--- src/rtl/cartridge_bank_mapper_with_scanline_irq_top_macros.svh ---
// Assertion macros for the mapper RTL.
`ifndef CARTRIDGE_BANK_MAPPER_WITH_SCANLINE_IRQ_TOP_MACROS_SVH
`define CARTRIDGE_BANK_MAPPER_WITH_SCANLINE_IRQ_TOP_MACROS_SVH

`ifndef NO_ASSERTIONS

// Same-cycle implication, disabled while reset is asserted.
`define CBM_ASSERT_IMP(name, clk, rstn, ante, cons) \
  name: assert property (@(posedge clk) disable iff (!rstn) (ante) |-> (cons)) \
    else $error("mapper assertion failed");

// Next-cycle implication, disabled while reset is asserted.
`define CBM_ASSERT_NXT(name, clk, rstn, ante, cons) \
  name: assert property (@(posedge clk) disable iff (!rstn) (ante) |=> (cons)) \
    else $error("mapper assertion failed");

`else

`define CBM_ASSERT_IMP(name, clk, rstn, ante, cons)
`define CBM_ASSERT_NXT(name, clk, rstn, ante, cons)

`endif

`endif

--- src/rtl/cbm_pkg.sv ---
package cbm_pkg;

  localparam int unsigned ChrSlots  = 8;
  localparam int unsigned ChrIdxW   = $clog2(ChrSlots);
  localparam int unsigned PrgSlots  = 4;
  localparam int unsigned BankW     = 9;
  localparam int unsigned CntW      = 4;

  localparam logic [CntW-1:0] CntPrgLast = CntW'(PrgSlots - 1);
  localparam logic [CntW-1:0] CntChrLast = CntW'(PrgSlots + ChrSlots - 1);

  // Event codes on the operation field.
  typedef enum logic [1:0] {
    OP_LOW  = 2'd0,
    OP_HIGH = 2'd1,
    OP_TICK = 2'd2,
    OP_NONE = 2'd3
  } cbm_op_e;

  // Configuration register indexes.
  typedef enum logic [1:0] {
    CFG_PRG_COUNT   = 2'd0,
    CFG_CHR_PRESENT = 2'd1,
    CFG_FOUR_SCREEN = 2'd2,
    CFG_UNUSED      = 2'd3
  } cbm_cfg_e;

  // Mirroring codes on the result.
  localparam logic [1:0] MirVertical   = 2'd0;
  localparam logic [1:0] MirFourScreen = 2'd2;

  // Address decode.
  localparam logic [15:0] AddrExtPrg  = 16'h6000;
  localparam logic [15:0] AddrExtChr  = 16'h6001;
  localparam logic [15:0] AddrMask    = 16'hE001;
  localparam logic [15:0] AddrBankSel = 16'h8000;
  localparam logic [15:0] AddrBankDat = 16'h8001;
  localparam logic [15:0] AddrMirror  = 16'hA000;
  localparam logic [15:0] AddrIrqCnt  = 16'hC000;
  localparam logic [15:0] AddrIrqRld  = 16'hC001;
  localparam logic [15:0] AddrIrqOff  = 16'hE000;
  localparam logic [15:0] AddrIrqOn   = 16'hE001;

  localparam logic [2:0] SelMask      = 3'h7;
  localparam logic [7:0] ChrPairMask  = 8'hFE;
  localparam logic [8:0] LastScanline = 9'd239;

  // Bank-select register codes.
  localparam logic [2:0] SelChr0 = 3'd0;
  localparam logic [2:0] SelChr2 = 3'd1;
  localparam logic [2:0] SelChr4 = 3'd2;
  localparam logic [2:0] SelChr5 = 3'd3;
  localparam logic [2:0] SelChr6 = 3'd4;
  localparam logic [2:0] SelChr7 = 3'd5;
  localparam logic [2:0] SelPrg0 = 3'd6;
  localparam logic [2:0] SelPrg1 = 3'd7;

  // Scalar mapper state seen by the result sequencer.
  typedef struct packed {
    logic [7:0] bank_select;
    logic [7:0] prg_low_bank0;
    logic [7:0] prg_low_bank1;
    logic [7:0] ext_prg;
    logic       ext_chr;
    logic       irq_pending;
    logic       mirror_horizontal;
  } cbm_state_t;

  // One write into the character bank memory.
  typedef struct packed {
    logic               we;
    logic [ChrIdxW-1:0] idx;
    logic [7:0]         val;
  } cbm_chr_wr_t;

endpackage

--- src/rtl/cartridge_bank_mapper_with_scanline_irq_top.sv ---
// Bank mapper with scanline interrupt, with extended PRG and CHR bank bits.
// Input channel: one word per event (CPU register write or end-of-scanline tick), taken
// on a rising edge with in_valid_i high and in_stall_o low. Output channel: one word per
// slot, taken on a rising edge with out_valid_o high and out_stall_i low. Every event
// produces the four PRG slot words, then the eight CHR slot words when CHR ROM is
// present; last_o marks the final word of the event.
// A taken event is first registered in the slot sequencer, which then issues its words.
// Throughput: one word per cycle while out_stall_i is low; an event is 12 words (4
// without CHR ROM). The single output register sets the rate: one slot per cycle.
// The next event is taken on the edge that issues the last word of the current one.
// The eight CHR bank registers live in a small RAM with registered read; the read for
// the next slot is issued from cnt_d. Reset clears per-entry valid bits, so an
// entry never written reads back its own index; no clearing pass is needed.
// Reset puts every mapper register at its power-on value and configuration at 32 PRG
// banks, CHR ROM present and normal mirroring. While out_stall_i is high the output
// word holds and the slot sequencer waits. Configuration writes are always ready.
`include "cartridge_bank_mapper_with_scanline_irq_top_macros.svh"

module cartridge_bank_mapper_with_scanline_irq_top import cbm_pkg::*; (
  input  logic        clk_i,
  input  logic        rst_ni,
  input  logic        cfg_valid_i,
  output logic        cfg_ready_o,
  input  logic [1:0]  cfg_index_i,
  input  logic [8:0]  cfg_data_i,
  input  logic        in_valid_i,
  output logic        in_stall_o,
  input  logic [1:0]  operation_i,
  input  logic [15:0] address_i,
  input  logic [7:0]  data_i,
  input  logic [8:0]  scanline_i,
  input  logic        rendering_enabled_i,
  output logic        out_valid_o,
  input  logic        out_stall_i,
  output logic        target_o,
  output logic [2:0]  slot_o,
  output logic [8:0]  bank_o,
  output logic        irq_line_o,
  output logic [1:0]  mirroring_o,
  output logic        last_o
);

  // Configuration registers.
  logic [8:0] prg_count_q;
  logic       chr_present_q;
  logic       four_screen_q;
  cbm_cfg_e   cfg_idx;

  assign cfg_ready_o = 1'b1;
  assign cfg_idx     = cbm_cfg_e'(cfg_index_i);

  always_ff @(posedge clk_i or negedge rst_ni) begin
    if (!rst_ni) begin
      prg_count_q   <= 9'd32;
      chr_present_q <= 1'b1;
      four_screen_q <= 1'b0;
    end else if (cfg_valid_i) begin
      unique case (cfg_idx)
        CFG_PRG_COUNT:   prg_count_q   <= cfg_data_i;
        CFG_CHR_PRESENT: chr_present_q <= cfg_data_i[0];
        CFG_FOUR_SCREEN: four_screen_q <= cfg_data_i[0];
        default: begin
        end
      endcase
    end
  end

  // Slot sequencer. busy_q is high while an event still has words to issue; cnt_q
  // counts slots, PRG slots first, CHR slots after them.
  logic            busy_q, busy_d;
  logic [CntW-1:0] cnt_q, cnt_d;
  logic            out_free;
  logic            issue;
  logic            last_issue;
  logic            in_accept;
  logic [CntW-1:0] cnt_last;

  assign out_free   = !out_valid_o || !out_stall_i;
  assign issue      = busy_q && out_free;
  assign cnt_last   = chr_present_q ? CntChrLast : CntPrgLast;
  assign last_issue = issue && (cnt_q == cnt_last);
  assign in_stall_o = busy_q && !last_issue;
  assign in_accept  = in_valid_i && !in_stall_o;

  always_comb begin
    busy_d = busy_q;
    cnt_d  = cnt_q;
    if (issue) begin
      cnt_d = cnt_q + CntW'(1);
      if (last_issue) begin
        busy_d = 1'b0;
      end
    end
    if (in_accept) begin
      busy_d = 1'b1;
      cnt_d  = '0;
    end
  end

  always_ff @(posedge clk_i or negedge rst_ni) begin
    if (!rst_ni) begin
      busy_q <= 1'b0;
      cnt_q  <= '0;
    end else begin
      busy_q <= busy_d;
      cnt_q  <= cnt_d;
    end
  end

  // Register update logic.
  cbm_state_t  st;
  cbm_chr_wr_t chr_wr;

  cbm_ctrl u_ctrl (
    .clk_i              (clk_i),
    .rst_ni             (rst_ni),
    .upd_i              (in_accept),
    .operation_i        (operation_i),
    .address_i          (address_i),
    .data_i             (data_i),
    .scanline_i         (scanline_i),
    .rendering_enabled_i(rendering_enabled_i),
    .four_screen_i      (four_screen_q),
    .state_o            (st),
    .chr_wr_o           (chr_wr)
  );

  // CHR bank memory. The read address follows the slot the sequencer will be at in the
  // next cycle, so the registered data lines up with cnt_q. Writes land before the first
  // CHR slot of the same event is read.
  logic [ChrIdxW-1:0] rd_idx, rd_idx_q;
  logic [7:0]         rd_data;
  logic [7:0]         chr_val;
  logic [ChrSlots-1:0] chr_vld_q;

  assign rd_idx = cnt_d[ChrIdxW-1:0] ^ {~st.bank_select[7], {(ChrIdxW-1){1'b0}}};

  cbm_ram #(
    .Width(8),
    .Depth(ChrSlots)
  ) u_chr_ram (
    .clk_i  (clk_i),
    .we_i   (chr_wr.we),
    .waddr_i(chr_wr.idx),
    .wdata_i(chr_wr.val),
    .raddr_i(rd_idx),
    .rdata_o(rd_data)
  );

  always_ff @(posedge clk_i or negedge rst_ni) begin
    if (!rst_ni) begin
      chr_vld_q <= '0;
    end else if (chr_wr.we) begin
      chr_vld_q[chr_wr.idx] <= 1'b1;
    end
  end

  always_ff @(posedge clk_i) begin
    rd_idx_q <= rd_idx;
  end

  // An entry never written still holds its power-on value, which is its own index.
  assign chr_val = chr_vld_q[rd_idx_q] ? rd_data : 8'(rd_idx_q);

  // Bank number for the current slot.
  logic [8:0] n_minus2;
  logic [8:0] n_minus1;
  logic [8:0] ext_base;
  logic [8:0] prg_bank;
  logic [1:0] prg_slot;
  logic       is_chr;

  assign n_minus2 = prg_count_q - 9'd2;
  assign n_minus1 = prg_count_q - 9'd1;
  assign ext_base = {4'd0, st.ext_prg[3:0], 1'b0};
  assign prg_slot = cnt_q[1:0];
  assign is_chr   = cnt_q >= CntW'(PrgSlots);

  always_comb begin
    if (st.ext_prg[7]) begin
      prg_bank = ext_base + 9'(prg_slot);
    end else if (st.bank_select[6]) begin
      unique case (prg_slot)
        2'd0:    prg_bank = n_minus2;
        2'd1:    prg_bank = {1'b0, st.prg_low_bank1};
        2'd2:    prg_bank = {1'b0, st.prg_low_bank0};
        default: prg_bank = n_minus1;
      endcase
    end else begin
      unique case (prg_slot)
        2'd0:    prg_bank = {1'b0, st.prg_low_bank0};
        2'd1:    prg_bank = {1'b0, st.prg_low_bank1};
        2'd2:    prg_bank = n_minus2;
        default: prg_bank = n_minus1;
      endcase
    end
  end

  // Output register.
  logic       out_valid_q;
  logic       target_q;
  logic [2:0] slot_q;
  logic [8:0] bank_q;
  logic       irq_q;
  logic [1:0] mirror_q;
  logic       last_q;

  always_ff @(posedge clk_i or negedge rst_ni) begin
    if (!rst_ni) begin
      out_valid_q <= 1'b0;
    end else if (out_free) begin
      out_valid_q <= issue;
    end
  end

  always_ff @(posedge clk_i) begin
    if (issue) begin
      target_q <= is_chr;
      slot_q   <= is_chr ? (cnt_q[2:0] ^ 3'b100) : {1'b0, prg_slot};
      bank_q   <= is_chr ? {st.ext_chr, chr_val} : prg_bank;
      irq_q    <= st.irq_pending;
      mirror_q <= four_screen_q ? MirFourScreen : (MirVertical | 2'(st.mirror_horizontal));
      last_q   <= last_issue;
    end
  end

  assign out_valid_o = out_valid_q;
  assign target_o    = target_q;
  assign slot_o      = slot_q;
  assign bank_o      = bank_q;
  assign irq_line_o  = irq_q;
  assign mirroring_o = mirror_q;
  assign last_o      = last_q;

  // A new event is only taken when the previous one has issued its final word.
  `CBM_ASSERT_IMP(a_accept_gap, clk_i, rst_ni, in_accept, !busy_q || last_issue)
  // The slot counter never runs past the last CHR slot.
  `CBM_ASSERT_IMP(a_cnt_range, clk_i, rst_ni, busy_q, cnt_q <= CntChrLast)
  // CHR slots are only issued when CHR ROM is present.
  `CBM_ASSERT_IMP(a_chr_present, clk_i, rst_ni, issue && is_chr, chr_present_q)
  // The word issued at the end of an event carries the last flag.
  `CBM_ASSERT_NXT(a_last_flag, clk_i, rst_ni, last_issue, out_valid_q && last_q)

endmodule

--- src/rtl/cbm_ram.sv ---
module cbm_ram #(
  parameter int unsigned Width = 8,
  parameter int unsigned Depth = 8
) (
  input  logic                     clk_i,
  input  logic                     we_i,
  input  logic [$clog2(Depth)-1:0] waddr_i,
  input  logic [Width-1:0]         wdata_i,
  input  logic [$clog2(Depth)-1:0] raddr_i,
  output logic [Width-1:0]         rdata_o
);

  logic [Width-1:0] mem_q [Depth];
  logic [Width-1:0] rdata_q;

  always_ff @(posedge clk_i) begin
    if (we_i) begin
      mem_q[waddr_i] <= wdata_i;
    end
    rdata_q <= mem_q[raddr_i];
  end

  assign rdata_o = rdata_q;

endmodule

--- src/rtl/cbm_ctrl.sv ---
module cbm_ctrl import cbm_pkg::*; (
  input  logic        clk_i,
  input  logic        rst_ni,
  input  logic        upd_i,
  input  logic [1:0]  operation_i,
  input  logic [15:0] address_i,
  input  logic [7:0]  data_i,
  input  logic [8:0]  scanline_i,
  input  logic        rendering_enabled_i,
  input  logic        four_screen_i,
  output cbm_state_t  state_o,
  output cbm_chr_wr_t chr_wr_o
);

  logic [7:0] bank_select_q, bank_select_d;
  logic [7:0] prg0_q, prg0_d;
  logic [7:0] prg1_q, prg1_d;
  logic [7:0] ext_prg_q, ext_prg_d;
  logic       ext_chr_q, ext_chr_d;
  logic [7:0] irq_count_q, irq_count_d;
  logic [7:0] irq_reload_q, irq_reload_d;
  logic       irq_on_q, irq_on_d;
  logic       irq_pend_q, irq_pend_d;
  logic       mirror_h_q, mirror_h_d;

  // The paired character write is split into two memory writes; the odd half waits here.
  logic               wr2_vld_q, wr2_vld_d;
  logic [ChrIdxW-1:0] wr2_idx_q, wr2_idx_d;
  logic [7:0]         wr2_val_q, wr2_val_d;

  cbm_op_e     op;
  logic [15:0] hi_addr;
  logic [7:0]  pair_val;
  cbm_chr_wr_t wr_now;

  assign op       = cbm_op_e'(operation_i);
  assign hi_addr  = address_i & AddrMask;
  assign pair_val = data_i & ChrPairMask;

  always_comb begin
    bank_select_d = bank_select_q;
    prg0_d        = prg0_q;
    prg1_d        = prg1_q;
    ext_prg_d     = ext_prg_q;
    ext_chr_d     = ext_chr_q;
    irq_count_d   = irq_count_q;
    irq_reload_d  = irq_reload_q;
    irq_on_d      = irq_on_q;
    irq_pend_d    = irq_pend_q;
    mirror_h_d    = mirror_h_q;
    wr2_vld_d     = 1'b0;
    wr2_idx_d     = wr2_idx_q;
    wr2_val_d     = wr2_val_q;
    wr_now        = '{we: wr2_vld_q, idx: wr2_idx_q, val: wr2_val_q};

    if (upd_i) begin
      unique case (op)
        OP_LOW: begin
          if (address_i == AddrExtPrg) begin
            ext_prg_d = data_i;
          end else if (address_i == AddrExtChr) begin
            ext_chr_d = data_i[0];
          end
        end
        OP_HIGH: begin
          if (hi_addr == AddrBankSel) begin
            bank_select_d = data_i;
          end else if (hi_addr == AddrBankDat) begin
            unique case (bank_select_q[2:0] & SelMask)
              SelChr0: begin
                wr_now    = '{we: 1'b1, idx: ChrIdxW'(0), val: pair_val};
                wr2_vld_d = 1'b1;
                wr2_idx_d = ChrIdxW'(1);
                wr2_val_d = pair_val + 8'd1;
              end
              SelChr2: begin
                wr_now    = '{we: 1'b1, idx: ChrIdxW'(2), val: pair_val};
                wr2_vld_d = 1'b1;
                wr2_idx_d = ChrIdxW'(3);
                wr2_val_d = pair_val + 8'd1;
              end
              SelChr4: wr_now = '{we: 1'b1, idx: ChrIdxW'(4), val: data_i};
              SelChr5: wr_now = '{we: 1'b1, idx: ChrIdxW'(5), val: data_i};
              SelChr6: wr_now = '{we: 1'b1, idx: ChrIdxW'(6), val: data_i};
              SelChr7: wr_now = '{we: 1'b1, idx: ChrIdxW'(7), val: data_i};
              SelPrg0: prg0_d = data_i;
              SelPrg1: prg1_d = data_i;
              default: prg1_d = data_i;
            endcase
          end else if (hi_addr == AddrMirror) begin
            if (!four_screen_i) begin
              mirror_h_d = data_i[0];
            end
          end else if (hi_addr == AddrIrqCnt) begin
            irq_count_d = data_i;
            irq_on_d    = 1'b1;
          end else if (hi_addr == AddrIrqRld) begin
            irq_reload_d = data_i;
          end else if (hi_addr == AddrIrqOff) begin
            irq_on_d   = 1'b0;
            irq_pend_d = 1'b0;
          end else if (hi_addr == AddrIrqOn) begin
            irq_on_d = 1'b1;
          end
        end
        OP_TICK: begin
          if (scanline_i <= LastScanline && rendering_enabled_i && irq_on_q) begin
            if (irq_count_q == 8'd0) begin
              irq_count_d = irq_reload_q;
              irq_pend_d  = 1'b1;
            end else begin
              irq_count_d = irq_count_q - 8'd1;
            end
          end
        end
        default: begin
        end
      endcase
    end
  end

  always_ff @(posedge clk_i or negedge rst_ni) begin
    if (!rst_ni) begin
      bank_select_q <= '0;
      prg0_q        <= 8'd0;
      prg1_q        <= 8'd1;
      ext_prg_q     <= '0;
      ext_chr_q     <= 1'b0;
      irq_count_q   <= '0;
      irq_reload_q  <= '0;
      irq_on_q      <= 1'b0;
      irq_pend_q    <= 1'b0;
      mirror_h_q    <= 1'b0;
      wr2_vld_q     <= 1'b0;
    end else begin
      bank_select_q <= bank_select_d;
      prg0_q        <= prg0_d;
      prg1_q        <= prg1_d;
      ext_prg_q     <= ext_prg_d;
      ext_chr_q     <= ext_chr_d;
      irq_count_q   <= irq_count_d;
      irq_reload_q  <= irq_reload_d;
      irq_on_q      <= irq_on_d;
      irq_pend_q    <= irq_pend_d;
      mirror_h_q    <= mirror_h_d;
      wr2_vld_q     <= wr2_vld_d;
    end
  end

  always_ff @(posedge clk_i) begin
    wr2_idx_q <= wr2_idx_d;
    wr2_val_q <= wr2_val_d;
  end

  assign state_o = '{
    bank_select:       bank_select_q,
    prg_low_bank0:     prg0_q,
    prg_low_bank1:     prg1_q,
    ext_prg:           ext_prg_q,
    ext_chr:           ext_chr_q,
    irq_pending:       irq_pend_q,
    mirror_horizontal: mirror_h_q
  };
  assign chr_wr_o = wr_now;

endmodule

--- config.mk ---
export PLATFORM = sky130hd
export DESIGN_NAME = cartridge_bank_mapper_with_scanline_irq_top
export DESIGN_NICKNAME = d
export VERILOG_FILES = /design/src/rtl/cbm_pkg.sv /design/src/rtl/cartridge_bank_mapper_with_scanline_irq_top.sv /design/src/rtl/cbm_ram.sv /design/src/rtl/cbm_ctrl.sv
export VERILOG_INCLUDE_DIRS = /design/src /design/src/rtl
export SDC_FILE = /design/constraint.sdc
export NUM_CORES = 1
export LEC_CHECK = 0
export ABC_AREA = 1
export BUFFER_PORTS_ARGS = -buffer_cell sky130_fd_sc_hd__buf_2
export CAP_MARGIN = 10
export CORE_ASPECT_RATIO = 1.25
export CORE_MARGIN = 2
export CORE_UTILIZATION = 30
export DETAILED_ROUTE_END_ITERATION = 10
export MAX_ROUTING_LAYER = met4
export PLACE_DENSITY = 0.55
export SYNTH_ARGS = -nofsm -noshare
export SYNTH_HDL_FRONTEND = slang
export SYNTH_SLANG_ARGS = --single-unit
--- constraint.sdc ---
create_clock -name clk_i -period 2.8 [get_ports clk_i]
set_input_delay 0 -clock clk_i [delete_from_list [all_inputs] [get_ports clk_i]]
set_output_delay 0 -clock clk_i [all_outputs]
set_load 0.02 [all_outputs]
== Word-level counts from Yosys, hierarchy flattened ==
Memories as Yosys holds them, arrays and structs flattened. A register that Yosys moved wholly into a read port is not among the register bits.
Index checks and enable logic that the tools add are counted.

* Memories kept: 1
* Bits in latches: 0
* Output and inout bits: 20
* Bits in read-only memories: 0
* Register bits: 109
* RAM bits: 64

{| class="wikitable"
|+ Memories
! memory !! words !! bits a word !! rd ports !! clocked after Yosys merged registers in !! write ports !! RTL line !! text
|-
| u_chr_ram.mem_q || 8 || 8 || 1 || 1 || 1 || cbm_ram.sv:13 || <nowiki>logic [Width-1:0] mem_q [Depth];</nowiki>
|}

* Bitwise operators: 10
* Multiply operators: 0
* Equal/unequal tests: 33
* $add $sub $neg: 6
* Multiplexer cells: 50
* Order comparisons: 5
* Divide/modulo/power cells: 0
* Shift operators: 0
* Reductions and logical operators: 39

{| class="wikitable"
|+ Operator list
! operator !! count
|-
| $pmux 12 s6 || 1
|-
| $mux 8 || 7
|-
| $pmux 9 s3 || 2
|-
| $mux 12 || 4
|-
| $eq 16x15->1 const B || 2
|-
| $eq 4x4->1 const B || 7
|-
| $mux 9 || 3
|-
| $mux 1 || 24
|-
| $reduce_and 7->1 || 3
|-
| $reduce_and 5->1 || 4
|-
| $pmux 8 s2 || 1
|-
| $eq 3x3->1 const B || 4
|-
| $mux 4 || 3
|-
| $ne 2x1->1 const B || 5
|-
| $ne 2x2->1 const B || 5
|-
| $reduce_and 10->1 || 1
|-
| $le 9x8->1 const B || 1
|-
| $sub 9x1->9 const B || 1
|-
| $sub 9x2->9 const B || 1
|-
| $add 8x1->8 const B || 1
|-
| $logic_not 8->1 || 1
|-
| $lt 3x4->1 const B || 2
|-
| $not 1->1 || 8
|-
| $or 8x8->8 || 1
|-
| 28 further kinds || 51
|}

== Depth between registers and ports, before layout ==
Gate-level depths: netlist of the first run.

* Word-level depth: 14
* Gate-level depth with buffers: 14
* Mapped depth without buffers: 13

== By module ==
Synthesis of the first run repeated with hierarchy kept, for this count alone.

* Cells, all modules: 1028
* Area total of the unflattened synthesis: 8762.2 um^2

{| class="wikitable"
|+ By module, submodules not included
! module !! seq. area each (um^2) !! area an instance (um^2) !! instances !! cells each
|-
| cbm_ram || 2082.0 || 3050.4 || 1 || 303
|-
| cbm_ctrl || 1567.8 || 3036.7 || 1 || 375
|-
| cartridge_bank_mapper_with_scanline_irq_top || 1198.6 || 2675.1 || 1 || 350
|}

== Worst setup path after synthesis of the first run ==
No wires, ideal clock.

* Path type: reg-to-reg
* From: register cnt_q[0]
* To: memory u_chr_ram.mem_q[6][0] (enable)
* Cell stages (with the launch flop): 13
* Setup time: 0.370 ns
* Buffers on the path: 1
* Data required time: 2.430 ns
* Setup slack: 0.428 ns
* Data arrival time: 2.002 ns
* Cells stage by stage: dfrtp_1 ha_1 inv_2 nor2_2 nand2_1 nand2_2 nand2_4 buf_6 inv_2 nand2_1 nand2_1 nand2_1 nor2_1

* Longest elaborated chain between the ends: 9

{| class="wikitable"
|+ RTL lines
! element !! RTL line !! text
|-
| from (decl) || cartridge_bank_mapper_with_scanline_irq_top.sv:71 || <nowiki>logic [CntW-1:0] cnt_q, cnt_d;</nowiki>
|-
| from (signal assigned) || cartridge_bank_mapper_with_scanline_irq_top.sv:106 || <nowiki>cnt_q <= cnt_d;</nowiki>
|-
| $eq 4x4->1 * || cartridge_bank_mapper_with_scanline_irq_top.sv:81 || <nowiki>assign last_issue = issue && (cnt_q == cnt_last);</nowiki>
|-
| $logic_and 1x1->1 * || cartridge_bank_mapper_with_scanline_irq_top.sv:81 ||
|-
| $logic_not 1->1 * || cartridge_bank_mapper_with_scanline_irq_top.sv:82 || <nowiki>assign in_stall_o = busy_q && !last_issue;</nowiki>
|-
| $logic_and 1x1->1 * || cartridge_bank_mapper_with_scanline_irq_top.sv:82 ||
|-
| $logic_not 1->1 * || cartridge_bank_mapper_with_scanline_irq_top.sv:83 || <nowiki>assign in_accept = in_valid_i && !in_stall_o;</nowiki>
|-
| $logic_and 1x1->1 * || cartridge_bank_mapper_with_scanline_irq_top.sv:83 ||
|-
| $mux 12 * || cbm_ctrl.sv:56 || <nowiki>if (upd_i) begin</nowiki>
|-
| $mux 1 || cbm_ram.sv:17 || <nowiki>if (we_i) begin</nowiki>
|-
| $mux 1 (not written as such) || cbm_ram.sv:18 || <nowiki>mem_q[waddr_i] <= wdata_i;</nowiki>
|-
| to (decl) || cbm_ram.sv:13 ||
|}

Every way passes the cells marked *; elsewhere a longest branch is shown, timed or not.

==> flow_metrics.tcl, run 1 <==
set metrics [dict create \
    finalWirelength_um 20300 \
    seq_area_frac_synth_pct 56.7 \
    r2r_start "chr_present_q" \
    die_area_um2 29000 \
    worst_pin_slew_ns 1.11 \
    hold_violations 0 \
    post-dp-hpwl_um 14700 \
    ios 72 \
    synth_edf_count 89 \
    grt_pass1_wl_um 32700 \
    critPathMaxFanout 17 \
    finClkSkew_ns 0.00948 \
    cap_violations 0 \
    ys_ff_latch 172 \
    drive_gt1_share_pct 13.5 \
    initial_utilization_pct 30.3 \
    arrival_ns 2.56 \
    fill_cells 2866 \
    fin_tns_setup_ns 0 \
    fin_hold_ws_ns 0.0236 \
    ys_top_cells_by_area "edfxtp_1 (32%), dfrtp_1 (21%), nand2_1 (10%), inv_1 (6.6%), nand3_1 (6.2%)" \
    num_vias 6416 \
    grt-ovfl-total 0 \
    coreArea_um2 27400 \
    worstRegToRegCells 9 \
    htreeDepth 4 \
    post-synth-top-count-cell "nand2_1" \
    maxSlewHeadroom_pct 25.4 \
    fin_crit_ns 2.49 \
    gp_congestion 0.860 \
    ir_worst_vdd_mv 0.420 \
    crit_required_ns 2.87 \
    netlist_area_um2 8290 \
    drv_slew 0 \
    antenna_found_initial 0 \
    ctsResizeCount 0 \
    fp.dieH_um 190 \
    syn_nets 1001 \
    grt_pass1_vias 6232 \
    cpPeakStageDelay_ns 0.85 \
    cts_hold_buf 24 \
    yosysTopAreaCellShare_pct 32.2 \
    fin_crit_sh_pct 88.9 \
    status "complete, no violations" \
    cts_setup_buffers 0 \
    syn_inst 935 \
    cts_buffer_depth 2 \
    crit_path_end_kind "flop" \
    crit_slowest_cell "o21ai_0" \
    numCtsBuffers 17 \
    yosys_most_used_dff "edfxtp_1" \
    die_x_um 153 \
    initialDrtViolationCount 381 \
    clk-insertion-delay-late_ns 0.43 \
    clkTransAtPathRegs_ns 0.06 \
    crit_chain "inv_1 -> nand2_1 -> nand2_1 -> nor2_1 -> nand2_1 -> nand2_2 -> nand3_1 -> buf_12 -> o21ai_0" \
    tritoncts "done" \
    n_antenna_cell 0 \
    p_per_area_nw_per_um2 890 \
    worstSetupEndpoint "u_chr_ram.mem_q[2][3]" \
    setup_violations 0 \
    area_delta_synth_final_pct 20.0 \
    cts_sinks 172 \
    ff2ff_setup_slack_ns 0.31 \
    drt.antenna.violating_nets 0 \
    via_per_inst 4.57 \
    wire_per_inst_um 14.5 \
    rsz0062_at_grt "false" \
    syn_area_per_cell_um2 8.87 \
    drt_pass1_iterations 7 \
    ctsRootBufferMaster "clkbuf_16" \
    startpoint_type "flop" \
    rr_endpoint "u_chr_ram.mem_q[2][3]" \
    p_leak_nw 4.56 \
    fmax_mhz 402 \
    yosysWarnings 0 \
    synth_top_cell_by_area "edfxtp_1" \
    synth_common_cells "nand2_1 (225), inv_1 (145), nand3_1 (102)" \
    row_count 68 \
    startpoint "chr_present_q" \
    nets 1106 \
    synthDistinctLibCells 45 \
    crit_top_cell "nand2_1" \
    grt.total_usage_pct 14.8 \
    min_path_type "input pin to flop" \
    port_buffers 66 \
    grt_max_degree 73 \
    drcViolationCount 0 \
    worstSetupPathType "flop to flop" \
    synthArstFlopShare_pct 41.9 \
]
[power breakdown]
part / leakage (nW) / switching, W / internal (W)
logic: 2.45 / 0.00215 / 0.00108
registers: 1.83 / 0.000209 / 0.00308
clock network: 0.281 / 0.000958 / 0.00137
total: 4.56 / 0.00332 / 0.00553
[metal layers]
metal	global-route usage (%)	vias to the layer above	wire length [um]
li1	-	3272	-
met1	18.7	2983	9410
met3	2.19	27	538
met4	4.59	0	386
met5	-	-	0
met2	24.6	134	9960
[cell usage in the layout (no fill, tap or decap), drive strengths merged, types with 2 or more instances in the layout]
cell         instances
a21oi               30
a31oi                3
a32oi                2
buf                 87
clkbuf              23
clkinv               6
clkinvlp             3
dfrtp               69
dfstp                3
dfxtp               11
dlygate4sd3         24
edfxtp              89
ha                  14
inv                150
nand2              230
nand3              106
nand3b               2
nand4                4
nor2                55
nor3                11
o211ai              12
o21ai               92
o21bai               3
o22ai                3
o31ai                2
xnor2                2
xor2                10
[worst max-delay path: cells and delay by family, from the launching register on]
kind | cells | cell delay [ns]
AO/OA/AOI/OAI | 1 | 0.85
buffers and inverters | 2 | 0.23
flip-flops | 1 | 0.53
AND/OR/NAND/NOR | 6 | 0.52
[sequential cells by signal (all words and copies together) (netlist names), 8 cells and up]
signal,count
bank_o,9
u_ctrl.prg1_q,8
u_chr_ram.rdata_o,8
u_ctrl.irq_count_q,8
u_ctrl.irq_reload_q,8
u_ctrl.prg0_q,8
prg_count_q,9
chr_vld_q,8
u_chr_ram.mem_q,64
[cells by family after synthesis]
| kind of cell | synth area share (%) |
|---|---|
| buffers and inverters | 8.29 |
| DFF | 56.7 |
| adders and majority gates | 2.11 |
| muxes | 0.136 |
| other | 0.0452 |
| xor gates and xnor gates | 1.59 |
| AOI/OAI and AO/OA | 9.80 |
| and+or+nand+nor | 21.4 |
[how the worst min path moves through the flow]
stage | slack, ns | from | to | cells past startpoint
4_1_cts | 0.02 | address_i[14] | u_ctrl.irq_on_q | 4
3_3_place_gp | 0.19 | rst_ni | prg_count_q[6] | 1
3_5_place_dp | 0.19 | data_i[6] | u_ctrl.wr2_val_q[6] | 1
2_1_floorplan | -0.30 | rst_ni | busy_q | 0
5_1_grt | 0.07 | address_i[14] | u_ctrl.irq_on_q | 4
6_report | 0.02 | address_i[14] | u_ctrl.irq_on_q | 4
[layout make-up]
class                           count  area [um^2]  share of cell area, %
Timing Repair Buffer              111          743                   7.47
Multi-Input combinational cell    587         2900                   29.2
Clock inverter                      9         82.6                  0.831
Clock buffer                       23          510                   5.13
Inverter                          151          567                   5.70
Tap cell                          350          438                   4.40
Sequential cell                   172         4700                   47.3
[through the flow]
step	total power (W)	setup slack (ns)	instance area, um^2	util [%]	instances
floorplan	0.00550	0.428	8290	-	935
global placement	0.00653	0.363	9110	33.3	1347
detailed placement	0.00657	0.288	9110	33.3	1347
CTS	0.00895	0.269	9940	36.3	1403
global route	0.00946	0.0498	9940	36.3	1403
finish	0.00885	0.310	9940	36.3	1403
(Power assumes the default switching activity.)
==> run 2: changes to the inputs <==
--- a/config.mk
+++ b/config.mk
@@ -13,7 +13,6 @@
 export CORE_MARGIN = 2
 export CORE_UTILIZATION = 30
 export DETAILED_ROUTE_END_ITERATION = 10
-export MAX_ROUTING_LAYER = met4
 export PLACE_DENSITY = 0.55
 export SYNTH_ARGS = -nofsm -noshare
 export SYNTH_HDL_FRONTEND = slang
==> constraint.sdc (replaced) <==
create_clock -name clk_i -period 2.8 [get_ports clk_i]
set_input_delay 0.14 -clock clk_i [delete_from_list [all_inputs] [get_ports clk_i]]
set_output_delay 0.14 -clock clk_i [all_outputs]
set_load 0.02 [all_outputs]
==> run 2 against run 1 <==
  * First-iteration DRC count is 19% lower
  * Die area did not move
  * Critical path depth did not move
  * Register-to-register slack got worse by 0.02 ns
  * Combinational power barely moved
  * Non-clock buffer count shrank 2
  * Global-route usage decreased by 0.62 points
  * Clock-buffer cell count shrank 3
  * Critical path type unchanged
  * Critical endpoint is now u_chr_ram.mem_q[2][1]
  * Largest cell class unchanged
  * Largest power group unchanged
==> flow_metrics.tcl, run 2 (synthesis results as in run 1) <==
set metrics [dict create \
    status "complete, no violations" \
    place_area_um2 9110 \
    clk-insertion-delay-late_ns 0.44 \
    critPathMaxFanout 12 \
    gp_congestion 0.853 \
    wl_met3_um 505 \
    clkTransAtPathRegs_ns 0.07 \
    grt_pass1_wl_um 32100 \
    path_buf_inv 2 \
    initial_utilization_pct 30.3 \
    grt_pass1_vias 6121 \
    port_buffers 66 \
    fin_crit_ns 2.51 \
    die_area_um2 29000 \
    final_common_cell "nand2_1" \
    register_area_um2 4700 \
    n_antenna_cell 0 \
    area_delta_synth_final_pct 18.9 \
    ir_worst_vdd_mv 0.464 \
    die_x_um 153 \
    arrival_ns 2.64 \
    initialDrtViolationCount 309 \
    fin_crit_sh_pct 89.7 \
    row_count 68 \
    top_layer "met4" \
    numCtsBuffers 17 \
    wire_per_inst_um 14.2 \
    ctsRootBufferMaster "clkbuf_16" \
    htreeDepth 4 \
    layout_common_cells "nand2_1 (225), inv_1 (145), nand3_1 (102), edfxtp_1 (89), o21ai_0 (83)" \
    grt_max_degree 73 \
    hold_violations 0 \
    startpoint_type "flop" \
    largest-register "u_chr_ram.mem_q" \
    drt-met1-wl_um 9260 \
    cts_setup_buffers 0 \
    wl_met2_um 9850 \
    maxSlewHeadroom_pct 38.0 \
    crit_chain "inv_1 -> nand2_1 -> nand2_1 -> nor2_1 -> nand2_1 -> nand2_2 -> nand3_1 -> buf_4 -> o21ai_0" \
    antenna_found_initial 0 \
    p_leak_nw 4.53 \
    crit_required_ns 2.93 \
    fill_cells 2871 \
    crit_slowest_cell "o21ai_0" \
    drive_gt1_share_pct 13.9 \
    grt-ovfl-total 0 \
    tritoncts "done" \
    fmax_mhz 398 \
    fin_tns_setup_ns 0 \
    cap_violations 0 \
    num_vias 6308 \
    coreArea_um2 27400 \
    cpPeakStageDelay_ns 0.65 \
    worst_pin_slew_ns 0.921 \
    drcViolationCount 0 \
    via_per_inst 4.50 \
    fin_total_pwr_w 0.00871 \
    cts_buffer_depth 2 \
    multi_input_area_um2 2900 \
    drt.antenna.violating_nets 0 \
    nets 1104 \
    drv_slew 0 \
    crit_top_cell "nand2_1" \
    largest_register_ffs 64 \
    ios 72 \
    fin_util_pct 36.0 \
    setup_violations 0 \
    finClkSkew_ns 0.00784 \
    min_path_type "input pin to flop" \
    rsz0062_at_grt "false" \
    worstSetupPathType "flop to flop" \
    post-dp-hpwl_um 14600 \
    p_per_area_nw_per_um2 884 \
    final_design_area_no_fill_um2 9860 \
    grt.total_usage_pct 14.2 \
    crit_path_end_kind "flop" \
    finalWirelength_um 19900 \
    fp.dieH_um 190 \
    drt_pass1_iterations 4 \
    cts_sinks 172 \
    cpLargestDelayFamily "simple AND/OR/NAND/NOR gates" \
]
==> run 2: changes by cell type in the layout (fill, tap and decap cells not counted), moves of 2 or more <==
cell	previous run	this run
dlygate4sd3_1	24	20
buf_4	21	24
o21ai_0	86	83
o21ai_1	5	8
clkbuf_8	2	0
clkinv_1	3	1
clkinv_2	1	3
inv_6	0	2
==> run 2: per-layer routing <==
metal | vias up | GRT usage, %
met4 | 0 | 4.24
met1 | 2920 | 18.6
li1 | 3271 | -
met2 | 100 | 24.0
met3 | 17 | 2.55
met5 | - | 0
==> run 2: power breakdown <==
group	total [W]	leakage (nW)	internal (W)	switching, W
Combinational	0.00325	2.44	0.00108	0.00216
Sequential	0.00327	1.83	0.00308	0.000195
Clock	0.00219	0.258	0.00119	0.00101
==> run 2: per-stage QoR <==
step | setup WS [ns] | instances | hold slack [ns]
final | 0.288 | 1401 | 0.00992
after floorplan | 0.428 | 935 | -0.156
after detailed placement | 0.180 | 1349 | 0.331
after global placement | 0.322 | 1349 | 0.332
after global routing | 0.0108 | 1401 | 0.0224
after CTS | 0.164 | 1401 | 0.0128
==> run 2: repair_timing <==
item / in CTS / in global routing
hold buffers: 20 / 0
resized for setup: 0 / 3
setup endpoints to repair: 0 / 24
endpoints found under the hold margin: 87 / 0
==> run 2: final cells by class <==
| cell class | count | area share, % |
|---|---|---|
| clock inverter | 12 | 0.901 |
| inverter | 151 | 5.75 |
| multi-input combinational | 587 | 29.5 |
| clock buffer | 20 | 4.64 |
| tap | 350 | 4.44 |
| timing repair buffer | 109 | 7.16 |
| sequential | 172 | 47.7 |
==> run 2: worst min-delay path, delay by kind of cell <==
kind / cells / cell delay, ns
buffers and inverters: 1 / 0.08
AND/OR/NAND/NOR: 2 / 0.20
==> run 2: path summary, 6_finish.rpt <==
kind                          startpoint               endpoint  slack [ns]  cells after the start
min in group asynchronous         rst_ni         prg_count_q[6]        0.36                      2
setup reg to reg           chr_present_q  u_chr_ram.mem_q[2][1]        0.29                      9
hold reg to reg             chr_vld_q[2]           chr_vld_q[2]        0.45                      2
hold / removal               out_stall_i            out_valid_o        0.01                      3
max in group asynchronous         rst_ni       u_ctrl.wr2_vld_q        1.82                      2
setup / recovery           chr_present_q  u_chr_ram.mem_q[2][1]        0.29                      9
